### config.mk
export PLATFORM = sky130hd
export DESIGN_NAME = base58_encoder
export DESIGN_NICKNAME = d
export VERILOG_FILES = /design/src/rtl/b58enc_pkg.sv /design/src/rtl/b58enc_ram.sv /design/src/rtl/base58_encoder.sv
export SDC_FILE = /design/constraint.sdc
export NUM_CORES = 1
export LEC_CHECK = 0
export BUFFER_PORTS_ARGS = -buffer_cell sky130_fd_sc_hd__buf_4
export CAP_MARGIN = 20
export CORE_ASPECT_RATIO = 0.5
export CORE_MARGIN = 3
export CORE_UTILIZATION = 60
export CTS_CLUSTER_SIZE = 14
export DETAILED_ROUTE_END_ITERATION = 16
export PLACE_DENSITY_LB_ADDON = 0.3
export SYNTH_ARGS = -nofsm -noshare
export SYNTH_HDL_FRONTEND = slang
export SYNTH_SLANG_ARGS = --single-unit
### constraint.sdc
create_clock -name clk_i -period 14.2 [get_ports clk_i]
set_clock_uncertainty 0.1 [all_clocks]
set_input_delay 1.42 -clock clk_i [delete_from_list [all_inputs] [get_ports clk_i]]
set_output_delay 1.42 -clock clk_i [all_outputs]
set_load 0.02 [all_outputs]
### src/rtl/b58enc_pkg.sv
// ----------------------------------------------------------------------------
// b58enc_pkg
// Types, constants and the alphabet lookup shared by the base-58 encoder.
// ----------------------------------------------------------------------------
package b58enc_pkg;

  localparam int unsigned Radix    = 58;
  localparam int unsigned MaxOut   = 45;
  localparam int unsigned TotW     = 8;
  localparam int unsigned VW       = 14;
  localparam int unsigned DivMul   = 1130;
  localparam int unsigned DivShift = 16;
  localparam int unsigned ProdW    = 25;

  localparam logic [6:0] CapReset = 7'd64;
  localparam logic [6:0] CharOne  = 7'h31;

  typedef enum logic [1:0] {
    StatusOk    = 2'd0,
    StatusSmall = 2'd1,
    StatusLong  = 2'd2
  } status_e;

  typedef enum logic [6:0] {
    S_CLEAR  = 7'b0000001,
    S_IDLE   = 7'b0000010,
    S_FOLD   = 7'b0000100,
    S_FINISH = 7'b0001000,
    S_ZEROS  = 7'b0010000,
    S_DRD    = 7'b0100000,
    S_DLD    = 7'b1000000
  } state_e;

  typedef struct packed {
    logic [6:0] char_code;
    logic       is_last;
    status_e    status;
    logic [6:0] needed_size;
  } result_t;

  function automatic logic [6:0] alpha58(input logic [5:0] d);
    logic [6:0] dx;
    logic [6:0] ch;
    dx = {1'b0, d};
    if (dx < 7'd9) begin
      ch = 7'h31 + dx;
    end else if (dx < 7'd17) begin
      ch = 7'h41 + (dx - 7'd9);
    end else if (dx < 7'd22) begin
      ch = 7'h4A + (dx - 7'd17);
    end else if (dx < 7'd33) begin
      ch = 7'h50 + (dx - 7'd22);
    end else if (dx < 7'd44) begin
      ch = 7'h61 + (dx - 7'd33);
    end else begin
      ch = 7'h6D + (dx - 7'd44);
    end
    return ch;
  endfunction

endpackage

### src/rtl/b58enc_ram.sv
// ----------------------------------------------------------------------------
// b58enc_ram
// Generic single-write, single-read synchronous RAM with registered read data.
// ----------------------------------------------------------------------------
module b58enc_ram #(
  parameter int unsigned WIDTH = 6,
  parameter int unsigned DEPTH = 45
) (
  input  logic                     clk_i,
  input  logic                     we_i,
  input  logic [$clog2(DEPTH)-1:0] waddr_i,
  input  logic [WIDTH-1:0]         wdata_i,
  input  logic                     re_i,
  input  logic [$clog2(DEPTH)-1:0] raddr_i,
  output logic [WIDTH-1:0]         rdata_o
);

  logic [WIDTH-1:0] mem_q [DEPTH];
  logic [WIDTH-1:0] rdata_q;

  always_ff @(posedge clk_i) begin
    if (we_i) begin
      mem_q[waddr_i] <= wdata_i;
    end
    if (re_i) begin
      rdata_q <= mem_q[raddr_i];
    end
  end

  assign rdata_o = rdata_q;

endmodule

### src/rtl/base58_encoder.sv
// ----------------------------------------------------------------------------
// base58_encoder
// Byte-serial base-58 encoder (Bitcoin alphabet) with a RAM digit store.
// ----------------------------------------------------------------------------
// Channel   Dir  Handshake               Payload
// s_axis    in   s_axis_tvalid/tready    tdata[7:0] data_byte, tlast last_byte
// m_axis    out  m_axis_tvalid/tready    tdata char_code/needed_size, tlast, tuser
// cfg       in   cfg_valid_i/cfg_ready_o cfg_data_i out_capacity
//
// A zero prefix byte is only counted; any other byte is folded into the stored
// digits one digit per cycle through the single read port of the digit RAM.
// Output: one '1' per cycle unless stalled, then per digit a RAM read, then a load.
// After reset and after every message a clearing pass zeroes the RAM; no item
// is accepted meanwhile.
// A result waits in the output register while the next message is taken in.
// ----------------------------------------------------------------------------
module base58_encoder
  import b58enc_pkg::*;
#(
  parameter int unsigned MAX_BYTES = 32,
  parameter int unsigned DIGITS    = 45
) (
  input  logic        clk_i,
  input  logic        rst_ni,
  input  logic        s_axis_tvalid,
  output logic        s_axis_tready,
  input  logic [7:0]  s_axis_tdata,   // [7:0] data_byte
  input  logic        s_axis_tlast,
  output logic        m_axis_tvalid,
  input  logic        m_axis_tready,
  output logic [15:0] m_axis_tdata,   // [6:0] char_code, [13:7] needed_size, [15:14] 0
  output logic        m_axis_tlast,
  output logic [1:0]  m_axis_tuser,   // [1:0] status
  input  logic        cfg_valid_i,
  output logic        cfg_ready_o,
  input  logic [6:0]  cfg_data_i
);

  localparam int unsigned IdxW   = $clog2(DIGITS);
  localparam int unsigned FirstW = $clog2(DIGITS + 1);
  localparam int unsigned ZcW    = $clog2(MAX_BYTES + 1);
  localparam int unsigned BtW    = $clog2(MAX_BYTES + 2);

  state_e            state_q, state_d;
  logic [6:0]        cap_q;
  logic [ZcW-1:0]    zpc_q, zpc_d;
  logic              seen_q, seen_d;
  logic [BtW-1:0]    bt_q, bt_d;
  logic              ovf_q, ovf_d;
  logic              last_q, last_d;
  logic [FirstW-1:0] first_q, first_d;
  logic [7:0]        carry_q, carry_d;
  logic [IdxW-1:0]   idx_q, idx_d;
  logic [ZcW-1:0]    cnt_q, cnt_d;
  logic              out_valid_q, out_valid_d;
  result_t           out_q, out_d;

  logic              ram_we;
  logic [IdxW-1:0]   ram_waddr;
  logic [5:0]        ram_wdata;
  logic              ram_re;
  logic [IdxW-1:0]   ram_raddr;
  logic [5:0]        ram_rdata;

  logic [VW-1:0]     fold_v;
  logic [ProdW-1:0]  fold_prod;
  logic [7:0]        fold_q;
  logic [5:0]        fold_r;
  logic [FirstW-1:0] sig;
  logic [TotW-1:0]   total;
  logic              out_free;
  logic              in_fire;
  logic              no_digits;

  b58enc_ram #(
    .WIDTH(6),
    .DEPTH(DIGITS)
  ) u_store (
    .clk_i  (clk_i),
    .we_i   (ram_we),
    .waddr_i(ram_waddr),
    .wdata_i(ram_wdata),
    .re_i   (ram_re),
    .raddr_i(ram_raddr),
    .rdata_o(ram_rdata)
  );

  assign fold_v    = {ram_rdata, 8'h00} + VW'(carry_q);
  assign fold_prod = ProdW'(fold_v) * ProdW'(DivMul);
  assign fold_q    = fold_prod[DivShift+7:DivShift];
  assign fold_r    = 6'(fold_v - VW'(fold_q) * VW'(Radix));

  assign sig       = FirstW'(DIGITS) - first_q;
  assign total     = TotW'(zpc_q) + TotW'(sig);
  assign no_digits = (first_q == FirstW'(DIGITS));

  assign out_free      = !out_valid_q || m_axis_tready;
  assign s_axis_tready = (state_q == S_IDLE);
  assign in_fire       = s_axis_tvalid && s_axis_tready;
  assign cfg_ready_o   = 1'b1;

  always_comb begin
    state_d     = state_q;
    zpc_d       = zpc_q;
    seen_d      = seen_q;
    bt_d        = bt_q;
    ovf_d       = ovf_q;
    last_d      = last_q;
    first_d     = first_q;
    carry_d     = carry_q;
    idx_d       = idx_q;
    cnt_d       = cnt_q;
    out_valid_d = out_valid_q && !m_axis_tready;
    out_d       = out_q;
    ram_we      = 1'b0;
    ram_waddr   = idx_q;
    ram_wdata   = '0;
    ram_re      = 1'b0;
    ram_raddr   = IdxW'(DIGITS - 1);

    unique case (state_q)
      S_CLEAR: begin
        ram_we = 1'b1;
        idx_d  = idx_q + IdxW'(1);
        if (idx_q == IdxW'(DIGITS - 1)) begin
          idx_d   = '0;
          zpc_d   = '0;
          seen_d  = 1'b0;
          bt_d    = '0;
          ovf_d   = 1'b0;
          first_d = FirstW'(DIGITS);
          state_d = S_IDLE;
        end
      end
      S_IDLE: begin
        ram_re = 1'b1;
        if (in_fire) begin
          last_d  = s_axis_tlast;
          state_d = s_axis_tlast ? S_FINISH : S_IDLE;
          if (bt_q < BtW'(MAX_BYTES)) begin
            bt_d = bt_q + BtW'(1);
            if (!seen_q && s_axis_tdata == 8'h00) begin
              zpc_d = zpc_q + ZcW'(1);
            end else begin
              seen_d  = 1'b1;
              carry_d = s_axis_tdata;
              idx_d   = IdxW'(DIGITS - 1);
              first_d = FirstW'(DIGITS);
              state_d = S_FOLD;
            end
          end else begin
            bt_d = BtW'(MAX_BYTES + 1);
          end
        end
      end
      S_FOLD: begin
        ram_we    = 1'b1;
        ram_wdata = fold_r;
        ram_re    = (idx_q != '0);
        ram_raddr = idx_q - IdxW'(1);
        carry_d   = fold_q;
        if (fold_r != 6'd0) begin
          first_d = FirstW'(idx_q);
        end
        idx_d = idx_q - IdxW'(1);
        if (idx_q == '0) begin
          idx_d = '0;
          if (fold_q != 8'h00) begin
            ovf_d = 1'b1;
          end
          state_d = last_q ? S_FINISH : S_IDLE;
        end
      end
      S_FINISH: begin
        if (out_free) begin
          if (bt_q > BtW'(MAX_BYTES) || ovf_q || total > TotW'(MaxOut)) begin
            out_valid_d = 1'b1;
            out_d       = '{char_code: '0, is_last: 1'b1, status: StatusLong,
                            needed_size: '0};
            idx_d       = '0;
            state_d     = S_CLEAR;
          end else if ({1'b0, cap_q} <= total) begin
            out_valid_d = 1'b1;
            out_d       = '{char_code: '0, is_last: 1'b1, status: StatusSmall,
                            needed_size: 7'(total + TotW'(1))};
            idx_d       = '0;
            state_d     = S_CLEAR;
          end else if (zpc_q != '0) begin
            cnt_d   = '0;
            state_d = S_ZEROS;
          end else begin
            idx_d   = IdxW'(first_q);
            state_d = S_DRD;
          end
        end
      end
      S_ZEROS: begin
        if (out_free) begin
          out_valid_d = 1'b1;
          out_d       = '{char_code: CharOne,
                          is_last: (cnt_q == zpc_q - ZcW'(1)) && no_digits,
                          status: StatusOk, needed_size: '0};
          cnt_d       = cnt_q + ZcW'(1);
          if (cnt_q == zpc_q - ZcW'(1)) begin
            if (no_digits) begin
              idx_d   = '0;
              state_d = S_CLEAR;
            end else begin
              idx_d   = IdxW'(first_q);
              state_d = S_DRD;
            end
          end
        end
      end
      S_DRD: begin
        ram_re    = 1'b1;
        ram_raddr = idx_q;
        state_d   = S_DLD;
      end
      S_DLD: begin
        if (out_free) begin
          out_valid_d = 1'b1;
          out_d       = '{char_code: alpha58(ram_rdata),
                          is_last: (idx_q == IdxW'(DIGITS - 1)),
                          status: StatusOk, needed_size: '0};
          if (idx_q == IdxW'(DIGITS - 1)) begin
            idx_d   = '0;
            state_d = S_CLEAR;
          end else begin
            idx_d   = idx_q + IdxW'(1);
            state_d = S_DRD;
          end
        end
      end
      default: begin
        idx_d   = '0;
        state_d = S_CLEAR;
      end
    endcase
  end

  always_ff @(posedge clk_i or negedge rst_ni) begin
    if (!rst_ni) begin
      state_q     <= S_CLEAR;
      cap_q       <= CapReset;
      zpc_q       <= '0;
      seen_q      <= 1'b0;
      bt_q        <= '0;
      ovf_q       <= 1'b0;
      last_q      <= 1'b0;
      first_q     <= FirstW'(DIGITS);
      idx_q       <= '0;
      cnt_q       <= '0;
      out_valid_q <= 1'b0;
    end else begin
      state_q     <= state_d;
      zpc_q       <= zpc_d;
      seen_q      <= seen_d;
      bt_q        <= bt_d;
      ovf_q       <= ovf_d;
      last_q      <= last_d;
      first_q     <= first_d;
      idx_q       <= idx_d;
      cnt_q       <= cnt_d;
      out_valid_q <= out_valid_d;
      if (cfg_valid_i && cfg_ready_o) begin
        cap_q <= cfg_data_i;
      end
    end
  end

  always_ff @(posedge clk_i) begin
    carry_q <= carry_d;
    out_q   <= out_d;
  end

  assign m_axis_tvalid = out_valid_q;
  assign m_axis_tdata  = {2'b00, out_q.needed_size, out_q.char_code};
  assign m_axis_tlast  = out_q.is_last;
  assign m_axis_tuser  = out_q.status;

endmodule
### Word level (Yosys, flattened, before mapping)

Memory sizes are Yosys's and may differ from the RTL's. A register that Yosys moved wholly into a read port is not among the register bits.
Index checks and enable logic that the tools add are counted.

* $add $sub $neg: 22
* multipliers: 2
* divide/modulo/power cells: 0
* magnitude comparators: 9
* equal/unequal tests: 27
* shift operators: 0
* muxes and demuxes: 85
* bitwise operators: 1
* reduce and logical (&&, ||, !) cells: 36

Operators with widths (number)
* $mux W6: 35
* $mux W17: 5
* $mux W7: 12
* $pmux W17 S3: 1
* $pmux W7 S7: 1
* $pmux W6 S2: 4
* $pmux W6 S7: 1
* $add A7 B7 Y7 const A: 5
* $add A6 B1 Y6 const B: 4
* $mux W8: 3
* $ne A2 B2 Y1 const B: 12
* $mul A14 B10 Y23 const B: 1
* $lt A6 B6 Y1 const B: 3
* $pmux W6 S3: 1
* $reduce_bool A6 Y1: 3
* $mux W4: 4
* $pmux W8 S2: 1
* $reduce_and A5 Y1: 3
* $add A14 B8 Y14: 1
* $sub A6 B5 Y7 const B: 2
* $sub A6 B6 Y7 const B: 2
* $mux W1: 13
* $eq A6 B6 Y1 const B: 2
* $lt A6 B5 Y1 const B: 2
* 40 further kinds: 61

* bits in registers: 73
* latch bits: 0
* memory bits (writable): 270
* bits in read-only memories: 0
* bits of input ports: 21
* logic and storage cells: 199
* memories: 1

Memories
* u_store.mem_q: words 45, width 6, rd ports 1, clocked after memory_dff 1, wr ports 1, line b58enc_ram.sv:18 `logic [WIDTH-1:0] mem_q [DEPTH];`

### Longest topological paths before layout

Gate-level depths: netlist (run 1).

* depth after elaboration: 9
* mapped depth: 26
* depth with buffers taken out: 26

### Cells and area by module

From an unflattened synthesis (run 1), not the netlist that was laid out.

* cell total of the unflattened synthesis: 1421
* area total of the unflattened synthesis: 18600.3 um^2

Modules (own cells, without submodules)
* b58enc_ram: instances 1, cells each 584, area an instance 11038.1 um^2, seq. area each 8287.9 um^2
* base58_encoder: instances 1, cells each 837, area an instance 7562.3 um^2, seq. area each 1959.4 um^2

### Worst setup path after synthesis (run 1)

No wires, ideal clock.

* kind: flip-flop to flip-flop
* start: register u_store.rdata_q[0], in the netlist u_store.rdata_o[0], read port of u_store.mem_q
* end: memory u_store.mem_q[0][5] (data pin)
* setup time: 0.411 ns
* data arrival time: 7.038 ns
* setup slack: 6.651 ns
* cell stages (with the launch flop): 25
* path buffers: 0
* path through: edfxtp_1 > inv_1 > ha_1 > ha_1 > fa_1 > fa_1 > inv_1 > fa_1 > inv_1 > ha_1 > and4_1 > and2_1 > o31ai_1 > nand2b_1 > a21oi_1 > xor2_1 > ha_1 > ha_1 > ha_1 > inv_1 > ha_1 > a21oi_1 > xnor2_1 > xnor3_1 > nor2_1

* word-level cells in the longest chain between the ends: 5

RTL lines
* from (decl): line b58enc_ram.sv:19 `logic [WIDTH-1:0] rdata_q;`
* $add A14 B8 Y14: line base58_encoder.sv:88 `assign fold_v = {ram_rdata, 8'h00} + VW'(carry_q);`
* $mul A14 B10 Y23: line base58_encoder.sv:89 `assign fold_prod = ProdW'(fold_v) * ProdW'(DivMul);`
* $mul A8 B5 Y5: line base58_encoder.sv:91 `assign fold_r = 6'(fold_v - VW'(fold_q) * VW'(Radix));`
* $sub A6 B6 Y6: line base58_encoder.sv:91
* $mux W6: line base58_encoder.sv:121 `unique case (state_q)`
* net ram_wdata[5]: line base58_encoder.sv:60 `logic [5:0] ram_wdata;`
* to (decl): line b58enc_ram.sv:18

The timed path passes the listed nets, and every way through them passes these cells.

### Worst setup path in the final report (run 1)

* start: register u_store.rdata_q[0], in the netlist u_store.rdata_o[0], read port of u_store.mem_q
* end: memory u_store.mem_q[15][5] (data pin)

The elaborated chain is that of the path after synthesis.

==> flow_summary.json, run 1 <==
{
  "clk_latency_ns": 0.59,
  "ant_nets": 0,
  "synth_seq_cells": 349,
  "synthTopCellsByArea": "edfxtp_1 (48%), ha_1 (8.1%), nand2_1 (6.5%)",
  "synthCells": 1695,
  "die_w_um": 255.3,
  "worst_pin_slew_ns": 1.007,
  "worstPathArrival_ns": 7.71,
  "grt_pass1_vias": 13240,
  "clock_path_buffers": 3,
  "slew_viol_final": 0,
  "clockPowerShare": 0.194,
  "dp_hpwl_um": 28870,
  "fmax_mhz": 133.9,
  "leakage_uw": 0.007814,
  "hold-worst-slack_ns": 0.3976,
  "most-common-layout-cells": "nand2_1 (325), edfxtp_1 (301), ha_1 (120), inv_1 (100)",
  "cts_hold_buf": 0,
  "crit_fanout": 45,
  "switching_share": 0.3816,
  "endpoint_kind": "register",
  "clk_pin_slew_ns": 0.06,
  "cts_tree": "built",
  "finalHoldViolCount": 0,
  "drt_iter0_drc": 1445,
  "ys_async_sr_fraction": 0.1375,
  "core_area_um2": 29780,
  "wire_per_inst_um": 20.43,
  "grt_pass1_wl_um": 69710,
  "std_cell_rows": 44,
  "place_inst": 2075,
  "die_area_um2": 33340,
  "place_congestion": 0.9357,
  "vdd_drop_max_v": 0.0003624,
  "synth_edf_count": 301,
  "grt_use_total": 0.2659,
  "wl_met2_um": 20030,
  "drive_gt1_frac": 0.07652,
  "max_cap_viol_count": 0,
  "fin_crit_ns": 7.470,
  "cp-start-kind": "register",
  "drt_wl_total_um": 43440,
  "wl_met1_um": 18300,
  "layoutNonFillerInstCount": 2126,
  "antenna_found_initial": 0,
  "cts_setup_buffers": 0,
  "drt_pre_antenna_iters": 6,
  "htreeDepth": 1,
  "ctsResizeCount": 0,
  "area_growth_pct": 8.203,
  "critical_path_class": "register to register",
  "fin_crit_sh": 0.5261,
  "synth.avg_cell_area_um2": 11.00,
  "die_h_um": 130.6,
  "diodes": 0,
  "num_vias": 13220,
  "cts-root-buf": "clkbuf_16",
  "slew_headroom": 0.3236,
  "pin_count": 43,
  "power.total_uw": 3958,
  "yosys.area.top_type": "edfxtp_1",
  "status": "completed",
  "finalSetupViolations": 0,
  "synth_top_cell_area_share": 0.4849,
  "port_buffers": 39,
  "dr_wl_met3_um": 3598,
  "cts_buffers": 31,
  "min_path_type": "register to register",
  "worst_ep_required_time_ns": 14.44,
  "ys.flop_type": "edfxtp_1",
  "ys_types": 74,
  "seq_area_frac_synth": 0.5498,
  "viasPerCell": 6.216,
  "initial_core_util": 0.6258,
  "ys_warn_count": 0,
  "clock_sinks": 349,
  "highest-signal-layer": "met4",
  "synth_area_um2": 18640,
  "finalSetupTns_ns": 0,
  "rsz0062_at_grt": "no",
  "grt_max_degree": 97,
  "overflow": 0,
  "final_nets": 1864,
  "r2r_setup_slack_ns": 6.73,
  "intPower_uw": 2447,
  "drc": 0,
  "powerDensity_nw_per_um2": 196.2,
  "p_sw_uw": 1510,
  "final_common_cell": "nand2_1",
  "seq_power_share": 0.328,
  "p_comb_frac": 0.478
}
-- flip-flops by register name, indices dropped and copies added (netlist names), 2 cells and up --
| register | flops |
|---|---|
| u_store.rdata_o | 6 |
| cap_q | 7 |
| m_axis_tuser | 2 |
| cnt_q | 6 |
| m_axis_tdata | 14 |
| zpc_q | 6 |
| u_store.mem_q | 270 |
| state_q | 7 |
| carry_q | 8 |
| idx_q | 6 |
| bt_q | 6 |
| first_q | 6 |
-- cells in the mapped netlist, drive strengths merged, types with 7 or more instances --
cell type / n
a211oi: 7
a21o: 12
a21oi: 65
a311oi: 55
a31oi: 17
and3: 49
buf: 24
clkbuf: 69
dfrtp: 42
edfxtp: 301
fa: 29
ha: 120
inv: 100
mux2: 9
nand2: 325
nand2b: 10
nand3: 86
nand4: 8
nor2: 90
nor3: 34
nor4: 7
o211a: 7
o21a: 8
o21ai: 45
o22ai: 9
o31ai: 9
or3: 13
xnor2: 25
xor2: 24
-- per-stage QoR --
step | utilization | setup slack (ns) | instance area (um2)
after floorplan | - | 6.651 | 18650
after global placement | 0.6476 | 7.041 | 19290
after detailed placement | 0.6476 | 6.805 | 19290
after CTS | 0.6772 | 6.763 | 20170
after global routing | 0.6772 | 6.294 | 20170
final | 0.6772 | 6.730 | 20170
-- metal layers --
metal | global-route usage | vias up
met3 | 0.04668 | 116
met5 | 0 | -
li1 | - | 6128
met2 | 0.4325 | 571
met4 | 0.08632 | 0
met1 | 0.3703 | 6401
-- worst paths after layout --
path	from	endpoint	cells after the start
max	u_store.rdata_o[0]	u_store.mem_q[15][5]	24
max in group asynchronous	rst_ni	bt_q[4]	1
min	seen_q	seen_q	1
min in group asynchronous	rst_ni	zpc_q[2]	1
min reg2reg	seen_q	seen_q	1
max reg2reg	u_store.rdata_o[0]	u_store.mem_q[15][5]	24
-- worst max-delay path, cell delays in order (launching register included) --
cell      delay (ns)
edfxtp_1        0.61
inv_1           0.19
ha_1            0.36
ha_1            0.31
fa_1            0.53
fa_1            0.55
inv_1           0.05
fa_1            0.49
inv_1           0.04
ha_1            0.34
a21oi_1         0.24
o221ai_1        0.22
nand2b_1        0.23
a21oi_1         0.19
xor2_1          0.41
ha_1            0.34
ha_1            0.28
ha_1            0.27
inv_1           0.04
ha_1            0.29
a21oi_1         0.18
xnor2_1         0.15
xnor3_1         0.29
nor2_2          0.11
buf_4           0.38
-- area by class of cell --
type	instances	area [um2]
clock inverters	13	78.83
repair buffers	57	427.9
inverters	100	375.4
multi-input cells	1155	7719
fillers	2176	9615
well taps	414	518.0
flip-flops and latches	349	10250
clock buffers	38	802.0
-- kinds of logic after synthesis --
kind of cell	share of synthesized area
compound gates	0.1077
xor+xnor	0.02423
fa+ha+maj	0.1117
buf+inv	0.04008
flops	0.5498
mux	0.008123
other cells	0.0004029
simple gates	0.1580
-- power by group through the flow --
stage / sequential (uW) / clock [uW] / combinational [uW]
2_1_floorplan: 1300 / 0 / 1450
3_3_place_gp: 1320 / 0 / 1830
3_5_place_dp: 1320 / 0 / 1870
4_1_cts: 1300 / 776 / 1890
5_1_grt: 1300 / 821 / 2150
6_report: 1300 / 770 / 1890
(Power assumes the default switching activity.)
==> run 2, diff against run 1 <==
- ABC_AREA: not set -> 1
- CORE_UTILIZATION: 60 -> 57
- clock period: 14.2 -> 6.6 ns (I/O delays scaled with it)
==> run 2 against run 1 <==
  * Critical path depth up 6
  * Via count up 11%
  * Sequential power grew 110%
  * Combinational power rose to 3.3 times the previous value
  * Design area rose by 7.9%
  * Count of clock-buffer cells in the layout is the same
  * Power grew to 2.7 times the previous value
  * Clock power rose by 140%
  * Global-route usage fell by 0.66 points
==> flow_summary.json, run 2 <==
{
  "dp_slack_ns": -0.2464,
  "num_vias": 14650,
  "endpoint_kind": "register",
  "std_cell_rows": 47,
  "most-common-layout-cells": "nand2_1 (362), edfxtp_1 (301), inv_1 (255), nand3_1 (194), nor2_1 (174)",
  "leakage_uw": 0.008817,
  "crit_path_top_delay_cell": "fa_1",
  "die_h_um": 136.6,
  "viasPerCell": 5.791,
  "cts-root-buf": "clkbuf_16",
  "overflow": 0,
  "ys_async_sr_fraction": 0.1375,
  "power.total_uw": 10880,
  "status": "completed",
  "fin_crit_ns": 6.400,
  "ys.flop_type": "edfxtp_1",
  "synthCells": 1991,
  "largest_register_ff_count": 270,
  "ant_nets": 0,
  "core_area_um2": 33340,
  "final_nets": 2242,
  "worst_ep_required_time_ns": 6.73,
  "ys_warn_count": 0,
  "antenna_found_initial": 1,
  "clk_pin_slew_ns": 0.07,
  "finalSetupTns_ns": 0,
  "finalWorstSetupSlack_ns": 0.2005,
  "min_path_type": "input pin to async pin",
  "grt_pass1_vias": 13870,
  "cts_buffers": 34,
  "powerDensity_nw_per_um2": 500.0,
  "cts_tree": "built",
  "wire_per_inst_um": 18.56,
  "yosys.area.top_type": "edfxtp_1",
  "critical_path_class": "register to register",
  "place_area_um2": 20520,
  "yosysMostFrequentCell": "nand2_1",
  "finalHoldViolCount": 0,
  "worst_pin_slew_ns": 1.095,
  "drt_pre_antenna_iters": 6,
  "synthTopCellsByCount": "nand2_1 (366), edfxtp_1 (301), inv_1 (255), nand3_1 (194), nor2_1 (180)",
  "diodes": 0,
  "port_buffers": 39,
  "die_w_um": 267.3,
  "max_stage_delay_ns": 0.54,
  "pin_count": 43,
  "synth_top_cell_area_share": 0.4646,
  "ys_types": 56,
  "grt_use_total": 0.2594,
  "final_common_cell": "nand2_1",
  "dp_hpwl_um": 31580,
  "clock_path_buffers": 3,
  "place_congestion": 0.9156,
  "cp-start-kind": "register",
  "finalSetupViolations": 0,
  "fin_area_um2": 21760,
  "grt_pass1_wl_um": 74030,
  "grt_max_degree": 97,
  "crit_fanout": 11,
  "die_area_um2": 36520,
  "worst_path_most_repeated_cell": "inv_1",
  "fin_crit_sh": 0.9696,
  "top_register": "u_store.mem_q",
  "slew_viol_final": 0,
  "drive_gt1_frac": 0.1145,
  "worstPathArrival_ns": 6.53,
  "htreeDepth": 2,
  "clk_latency_ns": 0.54,
  "synth_area_um2": 19460,
  "synth.avg_cell_area_um2": 9.772,
  "vdd_drop_max_v": 0.001146,
  "clock_sinks": 349,
  "drt_iter0_drc": 1535,
  "synth_edf_count": 301,
  "area_growth_pct": 11.83,
  "fin_util": 0.6526,
  "synthTopCellsByArea": "edfxtp_1 (46%), ha_1 (7.7%), nand2_1 (7.1%)",
  "initial_core_util": 0.5835,
  "fmax_mhz": 156.3,
  "seq_area_frac_synth": 0.5267,
  "drc": 0,
  "drt_wl_total_um": 46950,
  "synth_seq_cells": 349,
  "max_cap_viol_count": 0,
  "num-fill-cells": 2535,
  "slew_headroom": 0.2691
}
-- run 2: cell count changes after synthesis, moves of 48 or more --
cell | previous run | this run
nor2_1 | 90 | 180
nand3_1 | 86 | 194
o211ai_1 | 4 | 83
inv_1 | 100 | 255
a311oi_1 | 54 | 0
and3_1 | 49 | 1
-- run 2: timing repair --
item | CTS | global route
pin swaps | 1 | 11
gates cloned | 1 | 2
resized for setup | 3 | 15
setup endpoints to repair | 45 | 51
buffers inserted | 0 | 4
hold buffers | 0 | 0
-- run 2: layout make-up --
type | instances | area (um2) | share of cell area
flip-flops and latches | 349 | 10250 | 0.4710
multi-input cells | 1310 | 8036 | 0.3693
inverters | 270 | 1016 | 0.04669
clock buffers | 38 | 875.8 | 0.04025
repair buffers | 107 | 872.1 | 0.04008
well taps | 441 | 551.8 | 0.02536
clock inverters | 14 | 158.9 | 0.007303
-- run 2: power breakdown --
group          switching [uW]  total [uW]  internal [uW]
Clock                     835        1870           1040
Sequential               57.4        2670           2610
Combinational            3800        6330           2530
Total                    4700       10900           6180
-- run 2: final timing paths --
check,from,end,slack (ns),depth (start not counted)
setup / recovery,carry_q[6],u_store.mem_q[17][5],0.20,30
hold / removal,rst_ni,cnt_q[2],0.05,1
setup reg to reg,carry_q[6],u_store.mem_q[17][5],0.20,30
hold reg to reg,first_q[0],first_q[0],0.36,2
max in group asynchronous,rst_ni,first_q[1],5.92,1
min in group clk_i,cfg_data_i[0],cap_q[0],0.24,3
-- run 2: metal layers --
| layer | share of wire | global-route usage | vias up |
|---|---|---|---|
| li1 | - | - | 6956 |
| met1 | 0.43 | 0.3692 | 6966 |
| met2 | 0.46 | 0.4180 | 638 |
| met3 | 0.086 | 0.04293 | 84 |
| met4 | 0.018 | 0.06839 | 2 |
| met5 | 0.00028 | 0 | - |
-- run 2: worst max-delay path, delay by kind of cell, from the launching register on --
family	cells	cell delay (ns)
xor+xnor	1	0.21
compound gates	2	0.40
buf+inv	8	0.62
fa+ha+maj	10	3.52
flops	1	0.42
simple gates	9	0.83
-- run 2: cell families after synthesis --
logic type | Yosys count | share of synthesized area
AOI/OAI and AO/OA | 274 | 0.08656
buffers and inverters | 337 | 0.06907
and+or+nand+nor | 837 | 0.1902
xor gates and xnor gates | 37 | 0.01666
muxes | 6 | 0.003472
DFF | 349 | 0.5267
adders and majority gates | 149 | 0.1070
other | 2 | 0.0003860
-- run 2: through the flow --
stage	instances	hold WS (ns)
4_1_cts	2521	0.05974
6_report	2529	0.04663
3_3_place_gp	2468	0.3512
5_1_grt	2529	0.09701
2_1_floorplan	1993	0.2644
3_5_place_dp	2468	0.3533
==> run 3, diff against run 2 <==
- CAP_MARGIN: 20 -> 15
- REMOVE_ABC_BUFFERS: not set -> 1
==> run 3 against run 2 <==
  * Sequential share of layout area shrank 0.23 points
  * Critical path type unchanged
  * Critical path depth did not move
  * Wire length down 0.13%
  * Largest cell class unchanged
  * Sequential power about the same
  * Critical endpoint is now u_store.mem_q[7][5]
  * Core utilization increased by 0.32 points
  * Combinational power up 7.7%
  * Design area rose by 0.49%
  * Non-clock buffer count grew 7
  * Worst hold slack worse by 0.0070 ns
  * Die area unchanged
  * Count of clock-buffer cells in the layout is 7 higher
==> flow_summary.json, run 3 (synthesized netlist as in run 2, its figures left out) <==
{
  "final_nets": 2250,
  "vdd_drop_max_v": 0.001008,
  "drt_pre_antenna_iters": 6,
  "cts_buffers": 34,
  "cp-start-kind": "register",
  "fin_crit_sh": 0.9704,
  "initial_core_util": 0.5835,
  "critical_path_class": "register to register",
  "largest_register_ff_count": 270,
  "port_buffers": 39,
  "cts_tree": "built",
  "viasPerCell": 5.767,
  "powerDensity_nw_per_um2": 521.8,
  "place_area_um2": 20570,
  "pin_count": 43,
  "worst_pin_slew_ns": 1.141,
  "crit_path_top_delay_cell": "fa_1",
  "cts_hold_buf": 0,
  "status": "completed",
  "cpLargestDelayFamily": "adder cells",
  "power.total_uw": 11410,
  "die_h_um": 136.6,
  "crit_fanout": 11,
  "leakage_uw": 0.008853,
  "num-fill-cells": 2550,
  "hold-worst-slack_ns": 0.03964,
  "drc": 0,
  "max_cap_viol_count": 0,
  "finalHoldViolCount": 0,
  "drt_iter0_drc": 1852,
  "fin_crit_ns": 6.404,
  "place_congestion": 0.9242,
  "slew_headroom": 0.2375,
  "slew_viol_final": 0,
  "finalSetupViolations": 0,
  "clock_path_buffers": 3,
  "multiInputGateArea_um2": 8080,
  "std_cell_rows": 47,
  "grt_max_degree": 79,
  "clock_sinks": 349,
  "overflow": 0,
  "diodes": 0,
  "grt_pass1_wl_um": 73600,
  "dp_hpwl_um": 31720,
  "min_path_type": "input pin to async pin",
  "area_growth_pct": 12.38,
  "crit_buf_inv": 8,
  "final_common_cell": "nand2_1",
  "fin_area_um2": 21860,
  "dp_slack_ns": -0.3176,
  "grt_pass1_vias": 14110,
  "fmax_mhz": 156.1,
  "worst_ep_required_time_ns": 6.72,
  "regArea_um2": 10250,
  "grt_use_total": 0.2580,
  "ant_nets": 0,
  "worstPathArrival_ns": 6.52,
  "wire_per_inst_um": 18.42,
  "cts-root-buf": "clkbuf_16",
  "clk_latency_ns": 0.54,
  "die_area_um2": 36520,
  "finalWorstSetupSlack_ns": 0.1956,
  "drt_wl_total_um": 46890,
  "num_vias": 14680,
  "antenna_found_initial": 0,
  "endpoint_kind": "register",
  "core_area_um2": 33340,
  "drive_gt1_frac": 0.1193,
  "fin_util": 0.6557,
  "die_w_um": 267.3,
  "max_stage_delay_ns": 0.54,
  "top_register": "u_store.mem_q",
  "most-common-layout-cells": "nand2_1 (361), edfxtp_1 (301), inv_1 (255), nand3_1 (194), nor2_1 (173)",
  "worst_path_most_repeated_cell": "ha_1",
  "htreeDepth": 2,
  "clk_pin_slew_ns": 0.07
}
## run 3: cell count changes in the layout (fill, tap and decap cells not counted), sizes merged
cell,change
nor2,+1
bufinv,+1
buf,+7
clkbuf,+7
## run 3: final cells by class
cell class	instances	share of cell area
Timing Repair Buffer	114	0.04086
Tap cell	441	0.02524
Clock inverter	15	0.008412
Clock buffer	45	0.04080
Inverter	270	0.04647
Sequential cell	349	0.4687
Multi-Input combinational cell	1311	0.3696
## run 3: timing repair
| action | in CTS | in global routing |
|---|---|---|
| gates resized for setup | 4 | 18 |
| setup endpoints to repair | 45 | 135 |
| pin swaps | 1 | 7 |
| cloned | 1 | 3 |
| setup buffers | 0 | 6 |
## run 3: power by group
group	internal, uW	leakage, uW	switching (uW)
registers	2620	0.00296	58.9
logic	2820	0.00538	3990
clock network	1080	0.000515	837
## run 3: path summary, 6_finish.rpt
check,startpoint,to,slack (ns),depth (start not counted)
worst max register to register,carry_q[6],u_store.mem_q[7][5],0.20,30
worst min register to register,first_q[0],first_q[0],0.37,2
worst min-delay path,rst_ni,bt_q[1],0.04,1
worst max-delay path,carry_q[6],u_store.mem_q[7][5],0.20,30
max in group asynchronous,rst_ni,state_q[4],5.92,1
min in group clk_i,cfg_data_i[0],cap_q[0],0.26,3
## run 3: worst reg2reg max path: cells and delay by family, from the launching register on
kind            cells  cell delay (ns)
compound gates      3             0.50
xor+xnor            1             0.17
fa+ha+maj          10             3.43
buf+inv             8             0.82
flops               1             0.41
simple gates        8             0.68
## run 3: per-layer routing
layer | track usage | wire length, um
met5 | 0 | 0
met4 | 0.08845 | 1452
met3 | 0.05551 | 4485
met2 | 0.4170 | 21330
met1 | 0.3497 | 19620
## run 3: stage by stage
step           std cells  setup TNS, ns
2_1_floorplan       1926         -41.00
5_1_grt             2545         -1.330
4_1_cts             2536        -0.1755
3_3_place_gp        2475         -5.469
3_5_place_dp        2475         -14.19
6_report            2545              0
